<file path="config.mk">
export PLATFORM = sky130hd
export DESIGN_NAME = positional_pid_step_unit_flat
export DESIGN_NICKNAME = d
export VERILOG_FILES = /design/src/rtl/core/ppid_pkg.sv /design/src/rtl/core/ppid_if.sv /design/src/rtl/core/ppid_div.sv /design/src/rtl/core/ppid_ctrl.sv /design/src/rtl/core/ppid_dp.sv /design/src/rtl/core/positional_pid_step_unit.sv /design/src/flat_wrapper.sv
export SDC_FILE = /design/constraint.sdc
export NUM_CORES = 2
export LEC_CHECK = 0
export CORE_AREA = 3 3 303 380
export CTS_CLUSTER_DIAMETER = 100
export DETAILED_ROUTE_END_ITERATION = 8
export DIE_AREA = 0 0 306 383
export DONT_BUFFER_PORTS = 1
export PLACE_DENSITY = 0.66
export SETUP_SLACK_MARGIN = 0.4
export SYNTH_ARGS = -nofsm -noshare
export SYNTH_HDL_FRONTEND = slang
export SYNTH_SLANG_ARGS = --single-unit
</file>
<file path="constraint.sdc">
create_clock -name i_clk -period 24.1 [get_ports i_clk]
set_input_delay 4.82 -clock i_clk [delete_from_list [all_inputs] [get_ports i_clk]]
set_output_delay 4.82 -clock i_clk [all_outputs]
set_load 0.01 [all_outputs]
</file>
<file path="src/rtl/core/ppid_pkg.sv">
// Shared types and constants of the positional PID step unit.
package ppid_pkg;

    localparam int GAIN_W    = 16;
    localparam int SUM_W     = 32;
    localparam int PROD_W    = GAIN_W + SUM_W;
    localparam int ACC_W     = PROD_W + 2;
    localparam int DIVISOR_W = 15;
    localparam int LIMIT_W   = 15;
    localparam int CFG_IDX_W = 3;
    localparam int OUT_W     = LIMIT_W + 1;
    localparam int RECIP_W   = 32;
    localparam int RECIP_SHIFT = 38;

    localparam logic [DIVISOR_W-1:0] ERR_DIVISOR     = DIVISOR_W'(100);
    localparam logic [DIVISOR_W-1:0] SCALE_RESET     = DIVISOR_W'(1);
    localparam logic [LIMIT_W-1:0]   LIMIT_RESET     = LIMIT_W'(32767);
    localparam logic signed [SUM_W-1:0] SUM_MAX = {1'b0, {(SUM_W-1){1'b1}}};
    localparam logic signed [SUM_W-1:0] SUM_MIN = {1'b1, {(SUM_W-1){1'b0}}};
    // ceil(2^38 / 100); exact floor quotient for dividends below 2^32
    localparam logic [RECIP_W-1:0] RECIP_100 =
        RECIP_W'((64'd1 << RECIP_SHIFT) / 64'(ERR_DIVISOR) + 64'd1);

    typedef enum logic [CFG_IDX_W-1:0] {
        REG_SETPOINT = 3'd0,
        REG_GAIN_P   = 3'd1,
        REG_GAIN_I   = 3'd2,
        REG_GAIN_D   = 3'd3,
        REG_SCALE    = 3'd4,
        REG_LIMIT    = 3'd5
    } t_cfg_idx;

    typedef enum logic [3:0] {
        ST_IDLE,
        ST_ERR_MUL,
        ST_UPDATE,
        ST_MUL_P,
        ST_MUL_I,
        ST_MUL_D,
        ST_ACC_D,
        ST_OUT_DIV,
        ST_OUT_WAIT,
        ST_CLAMP
    } t_state;

    typedef enum logic [1:0] {
        MUL_P,
        MUL_I,
        MUL_D
    } t_mul_src;

    typedef enum logic [1:0] {
        ACC_HOLD,
        ACC_LOAD,
        ACC_ADD
    } t_acc_op;

    typedef struct packed {
        logic     load_meas;
        logic     err_mul;
        logic     div_start;
        logic     state_upd;
        logic     mul_en;
        t_mul_src mul_src;
        t_acc_op  acc_op;
        logic     out_load;
    } t_cmd;

    typedef struct packed {
        logic div_busy;
        logic out_free;
    } t_status;

endpackage

</file>
<file path="src/rtl/core/ppid_if.sv">
// Handshake channel interfaces of the positional PID step unit.
interface ppid_meas_if #(
    parameter int DATA_WIDTH = 16
) ();
    logic                         valid;
    logic                         ready;
    logic signed [DATA_WIDTH-1:0] measurement;

    modport source (output valid, output measurement, input ready);
    modport sink   (input valid, input measurement, output ready);
endinterface

interface ppid_drive_if #(
    parameter int DATA_WIDTH = 16
) ();
    logic                         valid;
    logic                         ready;
    logic signed [DATA_WIDTH-1:0] drive;

    modport source (output valid, output drive, input ready);
    modport sink   (input valid, input drive, output ready);
endinterface

interface ppid_cfg_if #(
    parameter int DATA_WIDTH = 16
) ();
    localparam int CFG_W = (DATA_WIDTH > 16) ? DATA_WIDTH : 16;
    logic             valid;
    logic             ready;
    logic [2:0]       index;
    logic [CFG_W-1:0] data;

    modport source (output valid, output index, output data, input ready);
    modport sink   (input valid, input index, input data, output ready);
endinterface

</file>
<file path="src/rtl/core/ppid_div.sv">
// Restoring divider, one quotient bit per cycle.
module ppid_div #(
    parameter int NUM_W = 50,
    parameter int DEN_W = 15
) (
    input  logic                           i_clk,
    input  logic                           i_rst_n,
    input  logic                           i_start,
    input  logic [NUM_W-1:0]               i_num,
    input  logic [DEN_W-1:0]               i_den,
    input  logic [$clog2(NUM_W+1)-1:0]     i_steps,
    output logic                           o_busy,
    output logic [NUM_W-1:0]               o_quot
);
    localparam int CNT_W = $clog2(NUM_W + 1);

    logic               r_busy;
    logic [CNT_W-1:0]   r_cnt;
    logic [NUM_W-1:0]   r_num;
    logic [NUM_W-1:0]   r_quot;
    logic [DEN_W-1:0]   r_den;
    logic [DEN_W-1:0]   r_rem;
    logic [DEN_W:0]     trial;
    logic               qbit;

    assign trial = {r_rem, r_num[NUM_W-1]};
    assign qbit  = (trial >= {1'b0, r_den});

    always_ff @(posedge i_clk) begin
        if (!i_rst_n) begin
            r_busy <= 1'b0;
            r_cnt  <= '0;
        end else if (i_start) begin
            r_busy <= 1'b1;
            r_cnt  <= i_steps;
        end else if (r_busy) begin
            r_cnt <= r_cnt - CNT_W'(1);
            if (r_cnt == CNT_W'(1)) begin
                r_busy <= 1'b0;
            end
        end
    end

    always_ff @(posedge i_clk) begin
        if (i_start) begin
            r_num  <= i_num;
            r_den  <= i_den;
            r_rem  <= '0;
            r_quot <= '0;
        end else if (r_busy) begin
            r_num  <= {r_num[NUM_W-2:0], 1'b0};
            r_quot <= {r_quot[NUM_W-2:0], qbit};
            if (qbit) begin
                r_rem <= DEN_W'(trial - {1'b0, r_den});
            end else begin
                r_rem <= trial[DEN_W-1:0];
            end
        end
    end

    assign o_busy = r_busy;
    assign o_quot = r_quot;
endmodule

</file>
<file path="src/rtl/core/ppid_ctrl.sv">
// Sequencer of the positional PID step unit.
module ppid_ctrl (
    input  logic             i_clk,
    input  logic             i_rst_n,
    input  logic             i_in_valid,
    output logic             o_in_ready,
    input  ppid_pkg::t_status i_status,
    output ppid_pkg::t_cmd   o_cmd
);
    import ppid_pkg::*;

    t_state r_state;
    t_state n_state;

    always_ff @(posedge i_clk) begin
        if (!i_rst_n) begin
            r_state <= ST_IDLE;
        end else begin
            r_state <= n_state;
        end
    end

    always_comb begin
        n_state = r_state;
        unique case (r_state)
            ST_IDLE:     if (i_in_valid) n_state = ST_ERR_MUL;
            ST_ERR_MUL:  n_state = ST_UPDATE;
            ST_UPDATE:   n_state = ST_MUL_P;
            ST_MUL_P:    n_state = ST_MUL_I;
            ST_MUL_I:    n_state = ST_MUL_D;
            ST_MUL_D:    n_state = ST_ACC_D;
            ST_ACC_D:    n_state = ST_OUT_DIV;
            ST_OUT_DIV:  n_state = ST_OUT_WAIT;
            ST_OUT_WAIT: if (!i_status.div_busy) n_state = ST_CLAMP;
            ST_CLAMP:    if (i_status.out_free) n_state = ST_IDLE;
            default:     n_state = ST_IDLE;
        endcase
    end

    always_comb begin
        o_in_ready    = 1'b0;
        o_cmd         = '0;
        o_cmd.mul_src = MUL_P;
        o_cmd.acc_op  = ACC_HOLD;
        unique case (r_state)
            ST_IDLE: begin
                o_in_ready      = 1'b1;
                o_cmd.load_meas = i_in_valid;
            end
            ST_ERR_MUL: o_cmd.err_mul = 1'b1;
            ST_UPDATE: o_cmd.state_upd = 1'b1;
            ST_MUL_P: begin
                o_cmd.mul_en  = 1'b1;
                o_cmd.mul_src = MUL_P;
            end
            ST_MUL_I: begin
                o_cmd.mul_en  = 1'b1;
                o_cmd.mul_src = MUL_I;
                o_cmd.acc_op  = ACC_LOAD;
            end
            ST_MUL_D: begin
                o_cmd.mul_en  = 1'b1;
                o_cmd.mul_src = MUL_D;
                o_cmd.acc_op  = ACC_ADD;
            end
            ST_ACC_D: o_cmd.acc_op = ACC_ADD;
            ST_OUT_DIV: o_cmd.div_start = 1'b1;
            ST_CLAMP: o_cmd.out_load = i_status.out_free;
            default: ;
        endcase
    end
endmodule

</file>
<file path="src/rtl/core/ppid_dp.sv">
// Datapath of the positional PID step unit: settings, error state, MAC, divide, clamp.
module ppid_dp #(
    parameter int DATA_WIDTH = 16
) (
    input  logic                              i_clk,
    input  logic                              i_rst_n,
    input  logic                              i_cfg_we,
    input  logic [ppid_pkg::CFG_IDX_W-1:0]    i_cfg_idx,
    input  logic [((DATA_WIDTH > 16) ? DATA_WIDTH : 16)-1:0] i_cfg_data,
    input  logic signed [DATA_WIDTH-1:0]      i_measurement,
    input  ppid_pkg::t_cmd                    i_cmd,
    output ppid_pkg::t_status                 o_status,
    output logic                              o_drive_valid,
    input  logic                              i_drive_ready,
    output logic signed [DATA_WIDTH-1:0]      o_drive
);
    import ppid_pkg::*;

    localparam int ERR_W   = DATA_WIDTH - 5;
    localparam int DIFF_W  = DATA_WIDTH + 1;
    localparam int CNT_W   = $clog2(ACC_W + 1);
    localparam int EPROD_W = DATA_WIDTH + RECIP_W;

    // settings
    logic signed [DATA_WIDTH-1:0] r_setpoint;
    logic signed [GAIN_W-1:0]     r_gain_p;
    logic signed [GAIN_W-1:0]     r_gain_i;
    logic signed [GAIN_W-1:0]     r_gain_d;
    logic [DIVISOR_W-1:0]         r_scale;
    logic [LIMIT_W-1:0]           r_limit;

    // loop state
    logic signed [SUM_W-1:0]  r_sum;
    logic signed [ERR_W-1:0]  r_last;
    logic signed [ERR_W-1:0]  r_prev;

    // per-item work registers
    logic signed [DIFF_W-1:0] r_diff;
    logic [EPROD_W-1:0]       r_err_prod;
    logic signed [ERR_W-1:0]  r_err;
    logic signed [ERR_W:0]    r_derr;
    logic signed [PROD_W-1:0] r_prod;
    logic signed [ACC_W-1:0]  r_acc;
    logic                     r_neg;
    logic                     r_out_valid;
    logic signed [DATA_WIDTH-1:0] r_drive;

    logic [DATA_WIDTH-1:0]    diff_mag;
    logic [ACC_W-1:0]         acc_mag;
    logic [DIVISOR_W-1:0]     div_den;
    logic                     div_busy;
    logic [ACC_W-1:0]         div_quot;
    logic signed [ERR_W-1:0]  err_q;
    logic signed [ERR_W-1:0]  n_err;
    logic signed [SUM_W:0]    sum_wide;
    logic signed [SUM_W-1:0]  n_sum;
    logic signed [SUM_W-1:0]  mul_b;
    logic signed [GAIN_W-1:0] mul_a;
    logic [LIMIT_W-1:0]       lim_mag;
    logic signed [OUT_W-1:0]  clamped;

    always_ff @(posedge i_clk) begin
        if (!i_rst_n) begin
            r_setpoint <= '0;
            r_gain_p   <= '0;
            r_gain_i   <= '0;
            r_gain_d   <= '0;
            r_scale    <= SCALE_RESET;
            r_limit    <= LIMIT_RESET;
        end else if (i_cfg_we) begin
            unique case (t_cfg_idx'(i_cfg_idx))
                REG_SETPOINT: r_setpoint <= i_cfg_data[DATA_WIDTH-1:0];
                REG_GAIN_P:   r_gain_p   <= i_cfg_data[GAIN_W-1:0];
                REG_GAIN_I:   r_gain_i   <= i_cfg_data[GAIN_W-1:0];
                REG_GAIN_D:   r_gain_d   <= i_cfg_data[GAIN_W-1:0];
                REG_SCALE:    r_scale    <= i_cfg_data[DIVISOR_W-1:0];
                REG_LIMIT:    r_limit    <= i_cfg_data[LIMIT_W-1:0];
                default: ;
            endcase
        end
    end

    // magnitudes and divider feed
    assign diff_mag = r_diff[DIFF_W-1] ? DATA_WIDTH'(-r_diff) : DATA_WIDTH'(r_diff);
    assign acc_mag  = r_acc[ACC_W-1] ? ACC_W'(-r_acc) : ACC_W'(r_acc);
    assign div_den  = (r_scale == '0) ? SCALE_RESET : r_scale;

    ppid_div #(
        .NUM_W (ACC_W),
        .DEN_W (DIVISOR_W)
    ) u_div (
        .i_clk   (i_clk),
        .i_rst_n (i_rst_n),
        .i_start (i_cmd.div_start),
        .i_num   (acc_mag),
        .i_den   (div_den),
        .i_steps (CNT_W'(ACC_W)),
        .o_busy  (div_busy),
        .o_quot  (div_quot)
    );

    // error by reciprocal multiply, then saturating sum
    assign err_q    = ERR_W'(r_err_prod >> RECIP_SHIFT);
    assign n_err    = r_diff[DIFF_W-1] ? -err_q : err_q;
    assign sum_wide = (SUM_W+1)'(r_sum) + (SUM_W+1)'(n_err);

    always_comb begin
        unique case (sum_wide[SUM_W:SUM_W-1])
            2'b01:   n_sum = SUM_MAX;
            2'b10:   n_sum = SUM_MIN;
            default: n_sum = sum_wide[SUM_W-1:0];
        endcase
    end

    always_ff @(posedge i_clk) begin
        if (!i_rst_n) begin
            r_sum  <= '0;
            r_last <= '0;
            r_prev <= '0;
        end else if (i_cmd.state_upd) begin
            r_sum  <= n_sum;
            r_prev <= r_last;
            r_last <= n_err;
        end
    end

    // multiply-accumulate
    always_comb begin
        unique case (i_cmd.mul_src)
            MUL_P: begin
                mul_a = r_gain_p;
                mul_b = SUM_W'(r_err);
            end
            MUL_I: begin
                mul_a = r_gain_i;
                mul_b = r_sum;
            end
            MUL_D: begin
                mul_a = r_gain_d;
                mul_b = SUM_W'(r_derr);
            end
            default: begin
                mul_a = '0;
                mul_b = '0;
            end
        endcase
    end

    always_ff @(posedge i_clk) begin
        if (i_cmd.load_meas) begin
            r_diff <= DIFF_W'(r_setpoint) - DIFF_W'(i_measurement);
        end
        if (i_cmd.err_mul) begin
            r_err_prod <= EPROD_W'(diff_mag) * EPROD_W'(RECIP_100);
        end
        if (i_cmd.state_upd) begin
            r_err  <= n_err;
            r_derr <= (ERR_W+1)'(r_last) - (ERR_W+1)'(r_prev);
        end
        if (i_cmd.mul_en) begin
            r_prod <= mul_a * mul_b;
        end
        case (i_cmd.acc_op)
            ACC_LOAD: r_acc <= ACC_W'(r_prod);
            ACC_ADD:  r_acc <= r_acc + ACC_W'(r_prod);
            default: ;
        endcase
        if (i_cmd.div_start) begin
            r_neg <= r_acc[ACC_W-1];
        end
    end

    // clamp and output register
    assign lim_mag = (div_quot > ACC_W'(r_limit)) ? r_limit : div_quot[LIMIT_W-1:0];
    assign clamped = r_neg ? -OUT_W'(lim_mag) : OUT_W'(lim_mag);

    always_ff @(posedge i_clk) begin
        if (!i_rst_n) begin
            r_out_valid <= 1'b0;
        end else if (i_cmd.out_load) begin
            r_out_valid <= 1'b1;
        end else if (i_drive_ready) begin
            r_out_valid <= 1'b0;
        end
    end

    always_ff @(posedge i_clk) begin
        if (i_cmd.out_load) begin
            r_drive <= DATA_WIDTH'(clamped);
        end
    end

    assign o_status.div_busy = div_busy;
    assign o_status.out_free = !r_out_valid || i_drive_ready;
    assign o_drive_valid     = r_out_valid;
    assign o_drive           = r_drive;
endmodule

</file>
<file path="src/rtl/core/positional_pid_step_unit.sv">
// Positional PID step unit: one measurement item in, one drive item out.
//
// Channels: i_meas (sink) takes measurement items, o_drive (source) returns one
// drive item per measurement, i_cfg (sink) writes settings by index:
// 0 setpoint, 1 gain_p, 2 gain_i, 3 gain_d, 4 scale_divisor, 5 output_limit.
// i_cfg is always ready; write it only while no item is in flight.
// An item is moved when valid and ready are both high at a rising clock edge.
//
// Flow: one item is in work at a time. The error divide by 100 is a reciprocal
// multiply; the output divide runs in the one-bit-per-cycle divider, which
// shifts out 50 quotient bits. After accept the sequencer steps through error
// multiply, state update, the P, I and D multiplies, the last add, divide start,
// the divide wait and clamp; the next item is taken after the drive load.
// The drive item sits in an output register; a stalled receiver holds only the
// final load, the next item may already be accepted and worked on.
//
// Reset (synchronous, active low) clears the sum and error history, returns
// settings to gain 0, setpoint 0, divisor 1, limit 32767 and drops o_drive.valid.
module positional_pid_step_unit #(
    parameter int DATA_WIDTH = 16
) (
    input  logic                i_clk,
    input  logic                i_rst_n,
    ppid_cfg_if.sink            i_cfg,
    ppid_meas_if.sink           i_meas,
    ppid_drive_if.source        o_drive
);
    import ppid_pkg::*;

    localparam int CFG_W = (DATA_WIDTH > 16) ? DATA_WIDTH : 16;

    t_cmd    cmd;
    t_status status;
    logic    in_ready;

    assign i_cfg.ready  = 1'b1;
    assign i_meas.ready = in_ready;

    ppid_ctrl u_ctrl (
        .i_clk      (i_clk),
        .i_rst_n    (i_rst_n),
        .i_in_valid (i_meas.valid),
        .o_in_ready (in_ready),
        .i_status   (status),
        .o_cmd      (cmd)
    );

    ppid_dp #(
        .DATA_WIDTH (DATA_WIDTH)
    ) u_dp (
        .i_clk         (i_clk),
        .i_rst_n       (i_rst_n),
        .i_cfg_we      (i_cfg.valid),
        .i_cfg_idx     (i_cfg.index),
        .i_cfg_data    (CFG_W'(i_cfg.data)),
        .i_measurement (i_meas.measurement),
        .i_cmd         (cmd),
        .o_status      (status),
        .o_drive_valid (o_drive.valid),
        .i_drive_ready (o_drive.ready),
        .o_drive       (o_drive.drive)
    );
endmodule

</file>
<file path="src/flat_wrapper.sv">
// flat-port wrapper written by rule: the top's interface ports become plain ports
module positional_pid_step_unit_flat import ppid_pkg::*;
#(
    parameter int DATA_WIDTH = 16
)
  (i_clk, i_rst_n, i_cfg_valid, i_cfg_index, i_cfg_data, i_cfg_ready, i_meas_valid, i_meas_measurement, i_meas_ready, o_drive_valid, o_drive_drive, o_drive_ready);
  ppid_cfg_if #(.DATA_WIDTH(DATA_WIDTH)) i_cfg_i ();
  ppid_meas_if #(.DATA_WIDTH(DATA_WIDTH)) i_meas_i ();
  ppid_drive_if #(.DATA_WIDTH(DATA_WIDTH)) o_drive_i ();
  input  logic i_clk;
  input  logic i_rst_n;
  input wire logic [$bits(i_cfg_i.valid)-1:0] i_cfg_valid;
  input wire logic [$bits(i_cfg_i.index)-1:0] i_cfg_index;
  input wire logic [$bits(i_cfg_i.data)-1:0] i_cfg_data;
  output wire logic [$bits(i_cfg_i.ready)-1:0] i_cfg_ready;
  input wire logic [$bits(i_meas_i.valid)-1:0] i_meas_valid;
  input wire logic [$bits(i_meas_i.measurement)-1:0] i_meas_measurement;
  output wire logic [$bits(i_meas_i.ready)-1:0] i_meas_ready;
  output wire logic [$bits(o_drive_i.valid)-1:0] o_drive_valid;
  output wire logic [$bits(o_drive_i.drive)-1:0] o_drive_drive;
  input wire logic [$bits(o_drive_i.ready)-1:0] o_drive_ready;
  assign i_cfg_i.valid = i_cfg_valid;
  assign i_cfg_i.index = i_cfg_index;
  assign i_cfg_i.data = i_cfg_data;
  assign i_cfg_ready = i_cfg_i.ready;
  assign i_meas_i.valid = i_meas_valid;
  assign i_meas_i.measurement = i_meas_measurement;
  assign i_meas_ready = i_meas_i.ready;
  assign o_drive_valid = o_drive_i.valid;
  assign o_drive_drive = o_drive_i.drive;
  assign o_drive_i.ready = o_drive_ready;
  positional_pid_step_unit #(.DATA_WIDTH(DATA_WIDTH)) u_core (.i_clk(i_clk), .i_rst_n(i_rst_n), .i_cfg(i_cfg_i), .i_meas(i_meas_i), .o_drive(o_drive_i));
endmodule
</file>
==> results.md <==
Outcome:
- The run finished with clean final reports.

STA:
- Subtracting the final worst setup slack from the clock period gives 9.00 ns.
- The clock tree skew after final layout is 0.0199 ns.
- Derived from the worst setup path, the maximum achievable clock frequency is 111 MHz.
- The final hold violation count is 0.
- The final-report max-slew violation count is 0.
- Measured against its own limit, the worst slew margin works out to 26.1%.
- Setup repair after global routing left no endpoint under its margin.
- The setup slack after layout is 15.10 ns.
- Setup violations remaining at the end of the flow were counted as 0.
- Of the available clock period, the critical path in the final layout requires 37.4%.
- The setup total negative slack is 0 ns.
- The pin slew with the least headroom to its limit is 1.11 ns.

Detailed routing:
- The DRC violations left is 0.
- The remaining antenna violation count is 0.
- The via density per instance is 5.43.
- The first detailed-routing pass took 5 iterations.
- The routed wire length is 127000 µm.
- The initial detailed-routing violation count is 2384.
- The routed via count is 37700.
- The wire length per cell is 18.3 µm.

Critical path:
- At the worst endpoint, the arrival time is 9.35 ns.
- The number of buffers and inverters on the critical path is 4.
- The cell seen most often among critical-path stages is fa_1.
- The required time of the critical path is 24.45 ns.
- The element type at the critical path start is a flip-flop.
- The slowest stage of the critical path belongs to the cell a21oi_1.
- In this run the worst path has a maximum fanout of 27.
- STA classifies the critical path endpoint as a flip-flop.
- The signal on the critical path passes through or3b_2 -> buf_4 -> nand2_1 -> nand2_1 -> a21oi_1 -> nor2_1 -> fa_1 -> inv_1 -> fa_1 -> fa_1 -> inv_1 -> fa_1 -> fa_1 -> fa_1 -> ha_1 -> a21o_1 -> a21o_1 -> a2111oi_0 -> buf_4 -> o21ai_0 -> a211oi_1 -> nor2_1 -> a221oi_1 -> xnor2_1.
- The kind of cell with the highest combined delay along the critical path is adder cells.
- The delay of the slowest critical-path stage is 0.82 ns.
- The type of the worst setup path is flip-flop to flip-flop.

Synthesis:
- The cell count after synthesis is 5559.
- The register area share after synthesis is 22.8%.
- Counting flops with an async set or reset pin after synthesis yields a share of 0%.
- The number of warning messages in the yosys log is 0.
- In this run, synthesis inferred 230 flip-flops with an integrated enable.
- The post-synthesis cell type with the largest combined area is fa_1.
- The most used flip-flop cell after synthesis is edfxtp_1.
- The distinct cell type count after synthesis is 78.
- After synthesis the netlist holds a flip-flop and latch count of 455.
- In this run the biggest area consumer among cell types represents 25.7% of the synthesized area.
- The average instance in the mapped netlist occupies 9.02 µm².
- Synthesis produced a netlist with a net count of 6678.
- The synthesized area is 50100 µm².
- Ranked by total cell area, the synthesized netlist is headed by fa_1, edfxtp_1, ha_1.

Global route:
- Global routing used 22.1% of the available tracks.
- The first-pass GRT wire length is 208000 µm.
- The via count of the first global-routing pass is 39000.
- The maximum number of pins on one net before global-route repair is 158.
- Global routing finished with a remaining overflow of 0.
- The initial antenna violation count was 1.

Place:
- The number of placed instances with taps included is 6857.
- Routability-driven placement finished with a final weighted congestion of 0.935.
- The worst slack after detailed placement is 15.16 ns.
- The HPWL after detailed placement is 102000 µm.
- The number of port buffers is 0.

Layout:
- The non-filler instance count after layout is 6944.
- The fraction of layout cells with a size suffix above 1 is 3.61%.
- In the final design database the tool counted 6565 nets.
- The layout overhead on the synthesized area is 6.20%.
- After filler insertion, the fill cell instance count of the layout stands at 10500.

Clock network:
- The H-tree was split into 2 levels.
- The clock tree from TritonCTS is done.
- Clock-pin slew was measured on the worst setup and hold paths at 0.07 ns.
- The number of hold buffers added after cts is 0.
- The latest clock arrival within the worst-skew pair is 0.62 ns.
- The clock root buffer is clkbuf_16.
- CTS saw 455 sinks.
- The post-CTS resize count is 0.
- The setup fix buffers added after clock tree synthesis is 0.
- The deepest clock path buffer count is 3.
- The CTS buffer count is 46.

Floorplan:
- For this design the top-level I/O count stands at 59.
- In this run the horizontal extent of the chip is 306 µm.
- The full die area is 117000 µm².
- For this configuration, the core starts out at a cell density of 44.9%.
- The die is 383 µm tall.
- The placeable core region is 112000 µm².
- After floorplanning, the core was divided into 137 placement rows.

Job:
- Across the run, the number of max-cap violations was 0.

Min path:
- The class of the worst hold path is flip-flop to flip-flop.
## per-layer routing
layer	track usage [%]	routed length [µm]	vias up
met5	0	0	-
li1	-	-	17900
met3	2.59	5980	317
met2	38.7	62200	972
met4	11.0	7260	0
met1	26.8	51600	18500
## placed cells by master (no fill, tap or decap), types with 35 or more instances in the layout
cell,Yosys,final
a21o_1,114,114
a21oi_1,241,239
nor2_1,496,495
edfxtp_1,230,230
nor3_1,45,43
buf_4,1,43
nand2_1,769,769
mux2i_1,65,65
clkbuf_16,0,50
xnor2_1,150,150
fa_1,643,643
dfxtp_1,225,224
and3_1,43,43
xor2_1,96,96
or3_1,35,35
mux2_2,41,41
a21boi_0,112,111
o31ai_1,35,35
nor2b_1,40,40
o21ai_0,211,211
inv_1,905,901
nand3_1,65,64
ha_1,436,435
## synthesized netlist by cell type (all sizes together) (14+ instances only)
cell type and count:
edfxtp 230, and3 43, a21oi 241, nor3 45, nor4 21, o211ai 30
mux2 41, a211oi 32, o31ai 36, dfxtp 225, inv 905, nand3 66
mux2i 65, or4 18, o41ai 16, nand2b 29, ha 436, fa 643
or3 37, buf 15, nor2 497, o21bai 17, xnor2 150, a21o 114
o21ai 218, o21a 14, a31oi 20, xor2 96, clkbuf 189, nor2b 40
nand4 34, a21boi 112, nand2 769
## sequential cells by signal, indices dropped and copies added, names as in the netlist, 16 cells and up
signal and count:
u_core.u_dp.r_gain_d 16, u_core.u_dp.r_diff 17, u_core.u_dp.r_sum 32, u_core.u_dp.o_drive 16, u_core.u_dp.u_div.r_num 50, u_core.u_dp.r_gain_p 16, u_core.u_dp.r_gain_i 16, u_core.u_dp.r_acc 50
u_core.u_dp.u_div.o_quot 50, u_core.u_dp.r_setpoint 16, u_core.u_dp.r_prod 48
## worst paths after layout
check | startpoint | end | slack (ns) | cells past startpoint
max reg2reg | u_core.u_ctrl.r_state[2] | u_core.u_dp.r_prod[44] | 15.10 | 24
min reg2reg | u_core.u_dp.r_scale[9] | u_core.u_dp.u_div.r_den[9] | 0.45 | 0
max | u_core.u_ctrl.r_state[2] | u_core.u_dp.r_prod[44] | 15.10 | 24
min | u_core.u_dp.r_scale[9] | u_core.u_dp.u_div.r_den[9] | 0.45 | 0
## kinds of logic (layout without fill, tap and decap cells)
family / Yosys count / count (layout) / share of synthesized area (%)
and+or+nand+nor: 1642 / 1642 / 14.1
buffers and inverters: 1110 / 1035 / 8.32
DFF: 455 / 455 / 22.8
AOI/OAI and AO/OA: 920 / 920 / 11.7
adders and majority gates: 1079 / 1079 / 36.6
muxes: 106 / 106 / 2.22
xor gates and xnor gates: 246 / 246 / 4.30
other: 1 / 2 / 0.00748
## through the flow
step                      util (%)  hold WS [ns]  area [µm²]
final                         47.7         0.455       53200
after global routing          47.7         0.462       53200
after CTS                     47.7         0.461       53200
after detailed placement      46.2         0.448       51600
after global placement        46.2         0.444       51600
after floorplan                  -         0.443       50100
## area by class of cell
type / count / area, µm² / share of cell area, %
antenna: 1 / 2.50 / 0.00470
timing repair buffer: 43 / 323 / 0.606
inverter: 906 / 3400 / 6.39
tap: 1459 / 1830 / 3.43
clock buffer: 61 / 1360 / 2.55
clock inverter: 25 / 320 / 0.602
multi-input combinational: 3994 / 34600 / 65.0
sequential: 455 / 11400 / 21.4
## worst register-to-register path, cell delays in order (launching register included)
cell	delay (ns)
dfxtp_1	0.54
or3b_2	0.48
buf_4	0.25
nand2_1	0.17
nand2_1	0.48
a21oi_1	0.83
nor2_1	0.14
fa_1	0.57
inv_1	0.06
fa_1	0.49
fa_1	0.51
inv_1	0.05
fa_1	0.55
fa_1	0.43
fa_1	0.45
ha_1	0.36
a21o_1	0.19
a21o_1	0.18
a2111oi_0	0.45
buf_4	0.24
o21ai_0	0.24
a211oi_1	0.46
nor2_1	0.14
a221oi_1	0.37
xnor2_1	0.12
Power is left out: the tool's default activity adds up to more than one toggle a clock period on the data nets, which glitch-free logic cannot reach.
